**src/gga_pkg.sv**
```systemverilog
// ----------------------------------------------------------------------------
// gga_pkg: shared types and constants of the GGA sentence parser
// Character codes, record slot map, clamp ranges and feet scaling constants.
// ----------------------------------------------------------------------------
package gga_pkg;

    localparam logic [7:0] CH_DOLLAR = 8'h24;
    localparam logic [7:0] CH_STAR   = 8'h2A;
    localparam logic [7:0] CH_COMMA  = 8'h2C;
    localparam logic [7:0] CH_CR     = 8'h0D;
    localparam logic [7:0] CH_DOT    = 8'h2E;
    localparam logic [7:0] CH_MINUS  = 8'h2D;
    localparam logic [7:0] CH_ZERO   = 8'h30;
    localparam logic [7:0] CH_NINE   = 8'h39;
    localparam logic [7:0] CH_S      = 8'h53;
    localparam logic [7:0] CH_W      = 8'h57;
    localparam logic [7:0] CH_F      = 8'h46;

    localparam logic [7:0] HDR_TEXT [0:4] = '{8'h47, 8'h50, 8'h47, 8'h47, 8'h41};
    localparam logic [2:0] HDR_LEN = 3'd5;

    typedef enum logic [1:0] {
        ST_VALID   = 2'd0,
        ST_UNKNOWN = 2'd1,
        ST_CKSUM   = 2'd2
    } t_status;

    localparam int NSLOT  = 9;
    localparam int SLOT_W = 36;

    localparam logic [3:0] SL_TIME = 4'd0;
    localparam logic [3:0] SL_LAT  = 4'd1;
    localparam logic [3:0] SL_LON  = 4'd2;
    localparam logic [3:0] SL_QUAL = 4'd3;
    localparam logic [3:0] SL_HDOP = 4'd4;
    localparam logic [3:0] SL_ALT  = 4'd5;
    localparam logic [3:0] SL_GEO  = 4'd6;
    localparam logic [3:0] SL_AGE  = 4'd7;
    localparam logic [3:0] SL_STA  = 4'd8;
    localparam logic [3:0] NO_SLOT = 4'hF;

    // field number -> record slot
    localparam logic [3:0] SLOT_OF_FIELD [0:15] = '{
        NO_SLOT, SL_TIME, SL_LAT, NO_SLOT, SL_LON, NO_SLOT, SL_QUAL, NO_SLOT,
        SL_HDOP, SL_ALT, NO_SLOT, SL_GEO, NO_SLOT, SL_AGE, SL_STA, NO_SLOT};

    // unit and hemisphere fields
    localparam logic [3:0] FN_NS      = 4'd3;
    localparam logic [3:0] FN_EW      = 4'd5;
    localparam logic [3:0] FN_ALT_U   = 4'd10;
    localparam logic [3:0] FN_GEO_U   = 4'd12;
    localparam logic [3:0] FN_LAST    = 4'd15;

    localparam logic signed [63:0] SLOT_LO [0:8] = '{
        64'sd0, -64'sd90000000, -64'sd180000000, 64'sd0, 64'sd0,
        -64'sd34359738368, -64'sd34359738368, 64'sd0, 64'sd0};
    localparam logic signed [63:0] SLOT_HI [0:8] = '{
        64'sd2359599999, 64'sd90000000, 64'sd180000000, 64'sd4, 64'sd9999999,
        64'sd34359738367, 64'sd34359738367, 64'sd99999999, 64'sd1023};

    localparam logic [63:0] POW10 [0:6] = '{
        64'd1, 64'd10, 64'd100, 64'd1000, 64'd10000, 64'd100000, 64'd1000000};

    // feet scaling: floor((m * 328084 + 50000) / 100000), division by 100000
    // done as a shift by 5 and a reciprocal multiply for 3125
    localparam logic [63:0] FEET_NUM  = 64'd328084;
    localparam logic [63:0] FEET_DEN  = 64'd100000;
    localparam logic [63:0] FEET_HALF = 64'd50000;
    localparam logic [63:0] FEET_M1   = 64'd703687442;   // ceil(2^41 / 3125)
    localparam int          FEET_K1   = 41;
    localparam logic [63:0] FEET_M2   = 64'd1407374884;  // ceil(2^42 / 3125)
    localparam int          FEET_K2   = 42;

    typedef logic [SLOT_W-1:0] t_slot;
    typedef t_slot [NSLOT-1:0] t_rec;

    typedef struct packed {
        logic neg_lat;
        logic neg_lon;
        logic feet_alt;
        logic feet_geo;
    } t_units;

    typedef struct packed {
        logic       valid;
        logic       commit;
        logic [3:0] slot;
        logic [2:0] fd;
        logic       neg;
        logic       emit;
        t_status    status;
        logic       clear;
        t_units     units;
    } t_op;

    function automatic logic [3:0] hex_value(input logic [7:0] c);
        logic [3:0] v;
        v = 4'd0;
        if (c >= 8'h30 && c <= 8'h39) begin
            v = 4'(c - 8'h30);
        end else if (c >= 8'h41 && c <= 8'h46) begin
            v = 4'(c - 8'h37);
        end else if (c >= 8'h61 && c <= 8'h66) begin
            v = 4'(c - 8'h57);
        end
        return v;
    endfunction

endpackage

```
**src/gga_parse.sv**
```systemverilog
// ----------------------------------------------------------------------------
// gga_parse: per-byte sentence parser
// Tracks header, fields, checksum and number accumulation; issues field commit,
// record clear and record emit operations into a one-deep operation register.
// ----------------------------------------------------------------------------
module gga_parse #(
    parameter int VALUE_BITS      = 36,
    parameter int FRACTION_DIGITS = 4
) (
    input  logic                  i_clk,
    input  logic                  i_rst_n,
    input  logic                  i_valid,
    input  logic [7:0]            i_byte,
    output logic                  o_ready,
    output gga_pkg::t_op          o_op,
    output logic [VALUE_BITS-1:0] o_mag,
    input  logic                  i_take
);

    typedef enum logic [4:0] {
        PH_IDLE   = 5'b00001,
        PH_HEADER = 5'b00010,
        PH_FIELDS = 5'b00100,
        PH_CHECK  = 5'b01000,
        PH_SKIP   = 5'b10000
    } t_phase;

    localparam logic [VALUE_BITS-1:0] MAX_MAG = {1'b0, {(VALUE_BITS-1){1'b1}}};
    localparam logic [2:0]            FD_MAX  = 3'(FRACTION_DIGITS);

    t_phase                r_phase, n_phase;
    logic [2:0]            r_hm, n_hm;
    logic [3:0]            r_field, n_field;
    logic [7:0]            r_xor, n_xor;
    logic [VALUE_BITS-1:0] r_acc, n_acc;
    logic [2:0]            r_fd, n_fd;
    logic                  r_neg, n_neg;
    logic                  r_point, n_point;
    logic [7:0]            r_rx, n_rx;
    gga_pkg::t_units       r_units, n_units;
    gga_pkg::t_op          r_op, n_op;
    logic [VALUE_BITS-1:0] r_mag, n_mag;

    logic                  adv;
    logic [VALUE_BITS+3:0] push_w;
    logic [VALUE_BITS-1:0] pushed;
    logic [3:0]            cur_slot;
    logic                  is_digit;
    gga_pkg::t_op          op_new;
    logic                  op_fire;

    assign o_ready = !r_op.valid || i_take;
    assign adv     = i_valid && o_ready;
    assign o_op    = r_op;
    assign o_mag   = r_mag;

    assign cur_slot = gga_pkg::SLOT_OF_FIELD[r_field];
    assign is_digit = (i_byte >= gga_pkg::CH_ZERO) && (i_byte <= gga_pkg::CH_NINE);
    assign push_w   = ({4'b0, r_acc} << 3) + ({4'b0, r_acc} << 1)
                    + (VALUE_BITS+4)'(i_byte[3:0]);
    assign pushed   = (push_w > (VALUE_BITS+4)'(MAX_MAG)) ? MAX_MAG
                                                          : push_w[VALUE_BITS-1:0];

    always_comb begin
        n_phase = r_phase;
        n_hm    = r_hm;
        n_field = r_field;
        n_xor   = r_xor;
        n_acc   = r_acc;
        n_fd    = r_fd;
        n_neg   = r_neg;
        n_point = r_point;
        n_rx    = r_rx;
        n_units = r_units;
        n_op    = r_op;
        n_mag   = r_mag;
        op_fire = 1'b0;
        op_new  = '0;
        op_new.valid  = 1'b1;
        op_new.slot   = cur_slot;
        op_new.fd     = r_fd;
        op_new.neg    = r_neg;
        op_new.units  = r_units;
        op_new.status = gga_pkg::ST_VALID;

        if (i_take) begin
            n_op.valid = 1'b0;
        end

        if (adv) begin
            if (i_byte == gga_pkg::CH_DOLLAR) begin
                op_fire      = 1'b1;
                op_new.clear = 1'b1;
            end else begin
                unique case (r_phase)
                    PH_HEADER: begin
                        if (i_byte == gga_pkg::CH_CR) begin
                            op_fire       = 1'b1;
                            op_new.emit   = 1'b1;
                            op_new.status = gga_pkg::ST_UNKNOWN;
                        end else begin
                            n_xor = r_xor ^ i_byte;
                            if (r_hm != gga_pkg::HDR_LEN) begin
                                if (i_byte == gga_pkg::HDR_TEXT[r_hm]) begin
                                    n_hm = r_hm + 3'd1;
                                end else begin
                                    n_phase = PH_SKIP;
                                end
                            end else if (i_byte == gga_pkg::CH_COMMA) begin
                                n_phase = PH_FIELDS;
                                n_field = 4'd1;
                                n_acc   = '0;
                                n_fd    = 3'd0;
                                n_neg   = 1'b0;
                                n_point = 1'b0;
                            end else begin
                                n_phase = PH_SKIP;
                            end
                        end
                    end
                    PH_SKIP: begin
                        if (i_byte == gga_pkg::CH_CR) begin
                            op_fire       = 1'b1;
                            op_new.emit   = 1'b1;
                            op_new.status = gga_pkg::ST_UNKNOWN;
                        end
                    end
                    PH_FIELDS: begin
                        if (i_byte == gga_pkg::CH_CR) begin
                            op_fire       = 1'b1;
                            op_new.commit = (cur_slot != gga_pkg::NO_SLOT);
                            op_new.emit   = 1'b1;
                            op_new.status = gga_pkg::ST_CKSUM;
                        end else if (i_byte == gga_pkg::CH_STAR) begin
                            op_fire       = 1'b1;
                            op_new.commit = (cur_slot != gga_pkg::NO_SLOT);
                            n_phase       = PH_CHECK;
                            n_fd          = 3'd0;
                            n_rx          = 8'd0;
                        end else begin
                            n_xor = r_xor ^ i_byte;
                            if (i_byte == gga_pkg::CH_COMMA) begin
                                op_fire       = 1'b1;
                                op_new.commit = (cur_slot != gga_pkg::NO_SLOT);
                                if (r_field != gga_pkg::FN_LAST) begin
                                    n_field = r_field + 4'd1;
                                end
                                n_acc   = '0;
                                n_fd    = 3'd0;
                                n_neg   = 1'b0;
                                n_point = 1'b0;
                            end else if (r_field == gga_pkg::FN_NS
                                      || r_field == gga_pkg::FN_EW
                                      || r_field == gga_pkg::FN_ALT_U
                                      || r_field == gga_pkg::FN_GEO_U) begin
                                // only the first character of a unit field counts
                                if (r_fd == 3'd0) begin
                                    n_fd = 3'd1;
                                    if (r_field == gga_pkg::FN_NS && i_byte == gga_pkg::CH_S)
                                        n_units.neg_lat = 1'b1;
                                    if (r_field == gga_pkg::FN_EW && i_byte == gga_pkg::CH_W)
                                        n_units.neg_lon = 1'b1;
                                    if (r_field == gga_pkg::FN_ALT_U && i_byte == gga_pkg::CH_F)
                                        n_units.feet_alt = 1'b1;
                                    if (r_field == gga_pkg::FN_GEO_U && i_byte == gga_pkg::CH_F)
                                        n_units.feet_geo = 1'b1;
                                end
                            end else if (cur_slot != gga_pkg::NO_SLOT) begin
                                if (is_digit) begin
                                    if (r_point) begin
                                        if (r_fd < FD_MAX) begin
                                            n_acc = pushed;
                                            n_fd  = r_fd + 3'd1;
                                        end
                                    end else begin
                                        n_acc = pushed;
                                    end
                                end else if (i_byte == gga_pkg::CH_DOT) begin
                                    n_point = 1'b1;
                                end else if (i_byte == gga_pkg::CH_MINUS) begin
                                    n_neg = 1'b1;
                                end
                            end
                        end
                    end
                    PH_CHECK: begin
                        if (i_byte == gga_pkg::CH_CR) begin
                            op_fire       = 1'b1;
                            op_new.emit   = 1'b1;
                            op_new.status = (r_rx == r_xor) ? gga_pkg::ST_VALID
                                                            : gga_pkg::ST_CKSUM;
                        end else if (r_fd < 3'd2) begin
                            n_rx = {r_rx[3:0], gga_pkg::hex_value(i_byte)};
                            n_fd = r_fd + 3'd1;
                        end
                    end
                    PH_IDLE: begin
                        n_phase = PH_IDLE;
                    end
                    default: begin
                        n_phase = PH_IDLE;
                    end
                endcase
            end

            // dollar and record emission both restart the parser
            if (op_fire && (op_new.clear || op_new.emit)) begin
                n_phase = (op_new.clear) ? PH_HEADER : PH_IDLE;
                n_hm    = 3'd0;
                n_field = 4'd0;
                n_xor   = 8'd0;
                n_rx    = 8'd0;
                n_acc   = '0;
                n_fd    = 3'd0;
                n_neg   = 1'b0;
                n_point = 1'b0;
                n_units = '0;
            end
            if (op_fire) begin
                n_op  = op_new;
                n_mag = r_acc;
            end
        end
    end

    always_ff @(posedge i_clk) begin
        if (!i_rst_n) begin
            r_phase  <= PH_IDLE;
            r_hm     <= 3'd0;
            r_field  <= 4'd0;
            r_xor    <= 8'd0;
            r_acc    <= '0;
            r_fd     <= 3'd0;
            r_neg    <= 1'b0;
            r_point  <= 1'b0;
            r_rx     <= 8'd0;
            r_units  <= '0;
            r_op     <= '0;
        end else begin
            r_phase  <= n_phase;
            r_hm     <= n_hm;
            r_field  <= n_field;
            r_xor    <= n_xor;
            r_acc    <= n_acc;
            r_fd     <= n_fd;
            r_neg    <= n_neg;
            r_point  <= n_point;
            r_rx     <= n_rx;
            r_units  <= n_units;
            r_op     <= n_op;
        end
    end

    always_ff @(posedge i_clk) begin
        r_mag <= n_mag;
    end

endmodule

```
**config.mk**
```make
export PLATFORM = sky130hd
export DESIGN_NAME = gga_parse
export DESIGN_NICKNAME = d
export VERILOG_FILES = /design/src/gga_pkg.sv /design/src/gga_parse.sv
export SDC_FILE = /design/constraint.sdc
export NUM_CORES = 1
export LEC_CHECK = 0
export ABC_AREA = 1
export ABC_CLOCK_PERIOD_IN_PS = 7100
export BUFFER_PORTS_ARGS = -buffer_cell sky130_fd_sc_hd__buf_4
export CAP_MARGIN = 20
export CORE_MARGIN = 2
export CORE_UTILIZATION = 55
export DETAILED_ROUTE_END_ITERATION = 12
export PLACE_DENSITY = 0.74
export SETUP_SLACK_MARGIN = 0.05
export SYNTH_ARGS = -nofsm -noshare
export SYNTH_HDL_FRONTEND = slang
export SYNTH_SLANG_ARGS = --single-unit
```
**constraint.sdc**
```tcl
create_clock -name i_clk -period 7.1 [get_ports i_clk]
set_input_delay 1.775 -clock i_clk [delete_from_list [all_inputs] [get_ports i_clk]]
set_output_delay 1.775 -clock i_clk [all_outputs]
set_load 0.03 [all_outputs]
```
Word level (Yosys, flattened, before mapping)
Memories as Yosys holds them, arrays and structs flattened.
Index checks and enable logic that the tools add are counted.
Widths: inputs -> output; s select.
{ "classes": {"n_addsub": 8, "multipliers": 0, "n_div": 0, "order_cmp": 11, "n_eq_ne": 51, "shift": 0, "mux": 138, "bitwise_logic": 3, "reduce_logical": 46} }
{ "ops": {"columns": ["op", "n"], "rows": [
  ["$mux 36", 14],
  ["$mux 8", 13],
  ["$mux 4", 22],
  ["$mux 3", 27],
  ["$pmux 36 s2", 1],
  ["$add 39x37->40", 1],
  ["$add 40x4->40", 1],
  ["$eq 8x6->1 const B", 5],
  ["$gt 40x35->1 const B", 1],
  ["$mux 1", 40],
  ["$mux 5", 8],
  ["$ne 4x4->1 const B", 10],
  ["$mux 18", 2],
  ["$reduce_and 9->1", 4],
  ["$ne 3x3->1 const B", 11],
  ["$pmux 8 s2", 2],
  ["$ne 6x6->1 const B", 5],
  ["$eq 8x7->1 const B", 3],
  ["$reduce_and 12->1", 2],
  ["$reduce_bool 2->1", 10],
  ["$pmux 3 s3", 2],
  ["$eq 8x8->1", 2],
  ["$ge 8x7->1 const B", 2],
  ["$le 8x7->1 const B", 2],
  ["41 further kinds", 67]
]} }
{ "word_totals": {"register_bits": 127, "latchBits": 0, "ramBits": 0, "rom_bits": 128, "in_bits": 12, "wordCells": 285, "memories": 2} }
{ "mem_list": {"columns": ["memory", "depth", "word_bits", "rd", "rd_ports_with_merged_regs", "write_ports", "line_no", "rtl"], "rows": [
  ["(name not given)", 8, 8, 1, 0, 0, "gga_parse.sv:104", "if (i_byte == gga_pkg::HDR_TEXT[r_hm]) begin"],
  ["(name not given)", 16, 4, 1, 0, 0, "gga_parse.sv:57", "assign cur_slot = gga_pkg::SLOT_OF_FIELD[r_field];"]
]} }

Longest topological paths before layout
{ "depth": {"word_depth": 15, "ltp_mapped": 20, "depth_no_buf": 19} }

Worst setup path after synthesis
Ideal clock, no wire load.
{ "synth_path": {"path_type": "input to register", "from": "in i_byte[3]", "to": "reg r_acc[10]", "setup_ns": 0.132, "arrival_time_ns": 3.975, "required_ns": 6.968, "path_slack_ns": 2.993, "path_stages": 15, "n_path_buf": 1, "path_cell_list": "fa_1 fa_1 nand3_1 nand3_1 nand2_1 nand2_1 nand2_1 nand2_1 nand2_1 nand2_1 nor2_2 buf_2 nand3_1 nand2_1 a21oi_1"} }
{ "synth_between": {"elab_chain_cells": 14, "word_cells_on_any_way": 50} }
{ "synth_lines": {"columns": ["element", "line_no", "rtl"], "rows": [
  ["start, declared", "gga_parse.sv:13", "input logic [7:0] i_byte,"],
  ["$add 40x4->40", "gga_parse.sv:60", "+ (VALUE_BITS+4)'(i_byte[3:0]);"],
  ["$gt 40x35->1", "gga_parse.sv:61", "assign pushed = (push_w > (VALUE_BITS+4)'(MAX_MAG)) ? MAX_MAG"],
  ["$mux 36", "gga_parse.sv:61", null],
  ["$mux 36", "gga_parse.sv:171", "if (r_fd < FD_MAX) begin"],
  ["$mux 36", "gga_parse.sv:170", "if (r_point) begin"],
  ["$mux 36", "gga_parse.sv:169", "if (is_digit) begin"],
  ["$mux 36", "gga_parse.sv:168", "end else if (cur_slot != gga_pkg::NO_SLOT) begin"],
  ["$mux 36", "gga_parse.sv:152", "end else if (r_field == gga_pkg::FN_NS"],
  ["$mux 36", "gga_parse.sv:142", "if (i_byte == gga_pkg::CH_COMMA) begin"],
  ["$mux 36", "gga_parse.sv:134", "end else if (i_byte == gga_pkg::CH_STAR) begin"],
  ["$mux 36", "gga_parse.sv:129", "if (i_byte == gga_pkg::CH_CR) begin"],
  ["$pmux 36 s2", "gga_parse.sv:95", "unique case (r_phase)"],
  ["$mux 36", "gga_parse.sv:91", "if (i_byte == gga_pkg::CH_DOLLAR) begin"],
  ["$mux 36", "gga_parse.sv:207", "if (op_fire && (op_new.clear || op_new.emit)) begin"],
  ["end signal, assigned", "gga_parse.sv:244", "r_acc <= n_acc;"],
  ["end, declared", "gga_parse.sv:35", "logic [VALUE_BITS-1:0] r_acc, n_acc;"]
]} }
Parallel ways exist; a longest one is shown, timed or not. The select of a mux whose other input is x is not followed.
A chain may end at the register's enable or synchronous reset.

Worst setup path after layout
{ "layout_path": {"from": "in i_byte[3]", "to": "reg r_acc[23]"} }
The elaborated chain is that of the path after synthesis.

==> summary.log <==
qor: setup_path.critPathTopFamily simple AND/OR/NAND/NOR gates
qor: global_routing.first_global_vias 7625
qor: setup_path.crit_cells 16
qor: cts.htreeDepth 4
qor: final_layout.areaGrowthSynthToFinish 14.9%
qor: final_layout.n_antenna_cell 0
qor: placed_design.post_dp_cell_area 9170 um2
qor: setup_path.crit_path_max_fanout 22
qor: timing.timing.setup.tns 0 ns
qor: timing.final_hold_fails 0
qor: global_routing.grt_first_pass_wirelength 36700 um
qor: cts.clockRootBuffer clkbuf_16
qor: min_path.timing.hold.worst.class reg2reg
qor: yosys.postSynth.topFlopCell dfxtp_1
qor: floorplanning.placeableCoreArea 15200 um2
qor: cts.cts_tree built
qor: power.share_of_total_power_in_the_clock_network 0.534
qor: route.first_iter_violations 527
qor: power.total_switching_power 0.402 mW
qor: cts.clkTransAtPathRegs 0.06 ns
qor: power.power.share.sequential 0.428
qor: yosys.synthArstFlopShare 0
qor: global_routing.grt_max_degree 58
qor: final_layout.post_route_cells_drive_above_1_share 0.106
qor: yosys.synthesized_area_divided_by_synthesized_cell_count 7.20 um2
qor: floorplanning.die_h 129 um
qor: cts.cts.repair_timing.setup_buffer_count 0
qor: floorplanning.placement_rows 45
qor: route.remaining_drc_errors 0
qor: job.drv.max_cap_violation_count 0
qor: final_layout.final_cell_area 9840 um2
qor: outcome.run_status finished clean
qor: yosys.synth-edff-count 36
qor: timing.fmax 209 MHz
qor: power.combinationalPowerShare 0.037
qor: yosys.total_of_warnings_raised_by_yosys 0
qor: route.number_of_vias_per_cell_after_detailed_routing 5.51
qor: setup_path.crit_path_start_kind input port
qor: global_routing.antenna_violations_before_repair 0
qor: route.wire_per_inst 15.3 um
qor: yosys.main_area_contributors_after_synthesis dfxtp_1 (21%), nand2_1 (14%), edfxtp_1 (13%), ha_1 (12%), a21oi_1 (6.8%)
qor: setup_path.crit_arrival 5.07 ns
qor: timing.period_share 0.675
qor: final_layout.finalNetCount 1349
qor: setup_path.critical-path-max-stage-delay 0.54 ns
qor: timing.finalClockSkew 0.0148 ns
qor: yosys.post_synthesis_register_bit_count 127
qor: setup_path.worstSetupEndpointType register
qor: timing.report.final.slew_viol_count 0
qor: power.power.ir.vdd_worst 169 uV
qor: floorplanning.floorplan.io_pins 67
qor: cts.clockBufferDepth 2
qor: global_routing.grt_overflow_total 0
qor: final_layout.final_core_util 0.647
qor: cts.cts_repair_resize_count 0
qor: timing.slew_at_the_pin_closest_to_its_max_slew_limit 0.704 ns
qor: setup_path.cp_data_required_time 7.38 ns
qor: setup_path.crit_chain buf_4, fa_1, ha_1, nand3_1, nand3_1, nand2_1, nand2_1, nand2_1, nand3_1, a21oi_1, nand3_1, nor2_2, buf_4, nand3_1, nand2_1, a21oi_1
qor: floorplanning.die_x 129 um
qor: yosys.synth_common_cells nand2_1 (318), nor2_1 (118), a21oi_1 (117), inv_1 (115), dfxtp_1 (91)
qor: setup_path.critical-path-top-cell-by-count nand3_1
qor: yosys.yosysUniqueCellTypes 46
qor: setup_path.timing.critical_path.slowest_stage_cell nor2_2
qor: power.total_power 1.75 mW
qor: timing.period_needed 4.79 ns
qor: setup_path.worst_setup_path_type in2reg
qor: yosys.syn_area 8560 um2
qor: timing.report.final.setup_viol 0
qor: cts.worst_skew_pair.late_latency 0.43 ns
qor: yosys.synth_largest_area_cell dfxtp_1
qor: yosys.sequential_to_total_area_share_from_yosys_stat 0.339
qor: placed_design.final_hpwl_dp 16300 um
qor: cts.cts_hold_buffers 0
qor: placed_design.gpl.final_weighted_congestion 0.954
qor: yosys.syn-num-nets 1287
qor: power.swShare 0.230
qor: yosys.synthMostInstantiatedCell nand2_1
qor: yosys.post_synth_inst_count 1189
qor: power.cell_internal_pwr 1.35 mW
qor: setup_path.worstPathBufferInverterCount 2
qor: floorplanning.fp.dieArea 16600 um2
qor: placed_design.port-buffer-count 66
qor: setup_path.r2r_setup_slk 3.37 ns
qor: yosys.synthDominantCellAreaShare 0.213
qor: timing.rsz_0062_raised_after_global_routing false
qor: route.routed_wl 22200 um
qor: setup_path.worstRegToRegCells 15
qor: power.powerDensity 178 nW/um2
qor: floorplanning.floorplan.initialDensity 0.563
qor: timing.relSlewSlack 0.530
qor: route.ant_nets 0
qor: cts.cts_inserted_buffers 17
qor: cts.cts_sinks 127
qor: route.route.vias.total 8000
qor: min_path.hold-path-cell-count 2
qor: route.detail_route.first_pass.iterations 5
qor: global_routing.grt_util_all_layers 0.278
qor: power.p_leak 4.71 nW
layout by cell type, fill, tap and decap left out, types with 18 or more instances in the layout:
cell type  count
inv_1        114
nand2_1      318
clkbuf_16     18
xor2_1        20
nor3_1        19
ha_1          84
a21oi_1      117
edfxtp_1      36
xnor2_1       18
nor2_1       118
dfxtp_1       91
o21ai_0       56
nand3_1       75
buf_4         68
through the flow:
step	setup WS, ns	cells	hold slack (ns)
2_1_floorplan	2.99	1189	0.432
3_3_place_gp	1.84	1418	0.450
3_5_place_dp	1.68	1418	0.453
4_1_cts	2.09	1450	0.470
5_1_grt	1.98	1452	0.479
6_report	2.31	1452	0.467
worst paths after layout:
path | startpoint | to
setup / recovery | i_byte[3] | r_acc[23]
hold / removal | op_new[1] | op_new[1]
setup reg to reg | r_acc[2] | r_acc[23]
hold reg to reg | op_new[1] | op_new[1]
routing by layer:
metal,vias to the layer above,GRT usage,share of wire
met5,-,0,0
li1,4090,-,-
met4,0,0.103,0.029
met2,234,0.476,0.48
met3,49,0.0516,0.051
met1,3627,0.350,0.44
flip-flops by register name (all words and copies together), names as in the netlist:
register	flops
o_mag	36
r_acc	36
o_op	18
r_rx	8
r_xor	8
r_phase	5
op_new	4
r_field	4
r_fd	3
r_hm	3
r_neg	1
r_point	1
worst reg2reg max path, delay by kind of cell, from the launching register on:
| kind | cells | cell delay (ns) |
|---|---|---|
| and+or+nand+nor | 10 | 1.59 |
| adders and majority gates | 2 | 0.84 |
| DFF | 1 | 0.47 |
| buffers and inverters | 1 | 0.42 |
| AOI/OAI and AO/OA | 2 | 0.25 |
power groups by stage:
stage,logic (mW),registers (mW),clock network [mW]
6_report,0.0650,0.749,0.934
5_1_grt,0.0731,0.749,0.976
4_1_cts,0.0649,0.748,0.942
3_5_place_dp,0.0644,0.764,0
3_3_place_gp,0.0636,0.764,0
2_1_floorplan,0.0419,0.764,0
logic make-up after synthesis:
kind of cell / count (synthesis) / share of synthesized area
buf+inv: 149 / 0.0706
fa+ha+maj: 86 / 0.127
flops: 127 / 0.339
simple gates: 585 / 0.298
compound gates: 204 / 0.127
xor+xnor: 38 / 0.0389
layout make-up:
class	instances	area (um2)
fillers	1355	5360
multi-input cells	913	5060
flip-flops and latches	127	2900
repair buffers	70	558
inverters	122	459
clock buffers	19	454
well taps	188	235
clock inverters	13	173
Power figures use the tool's default switching activity.
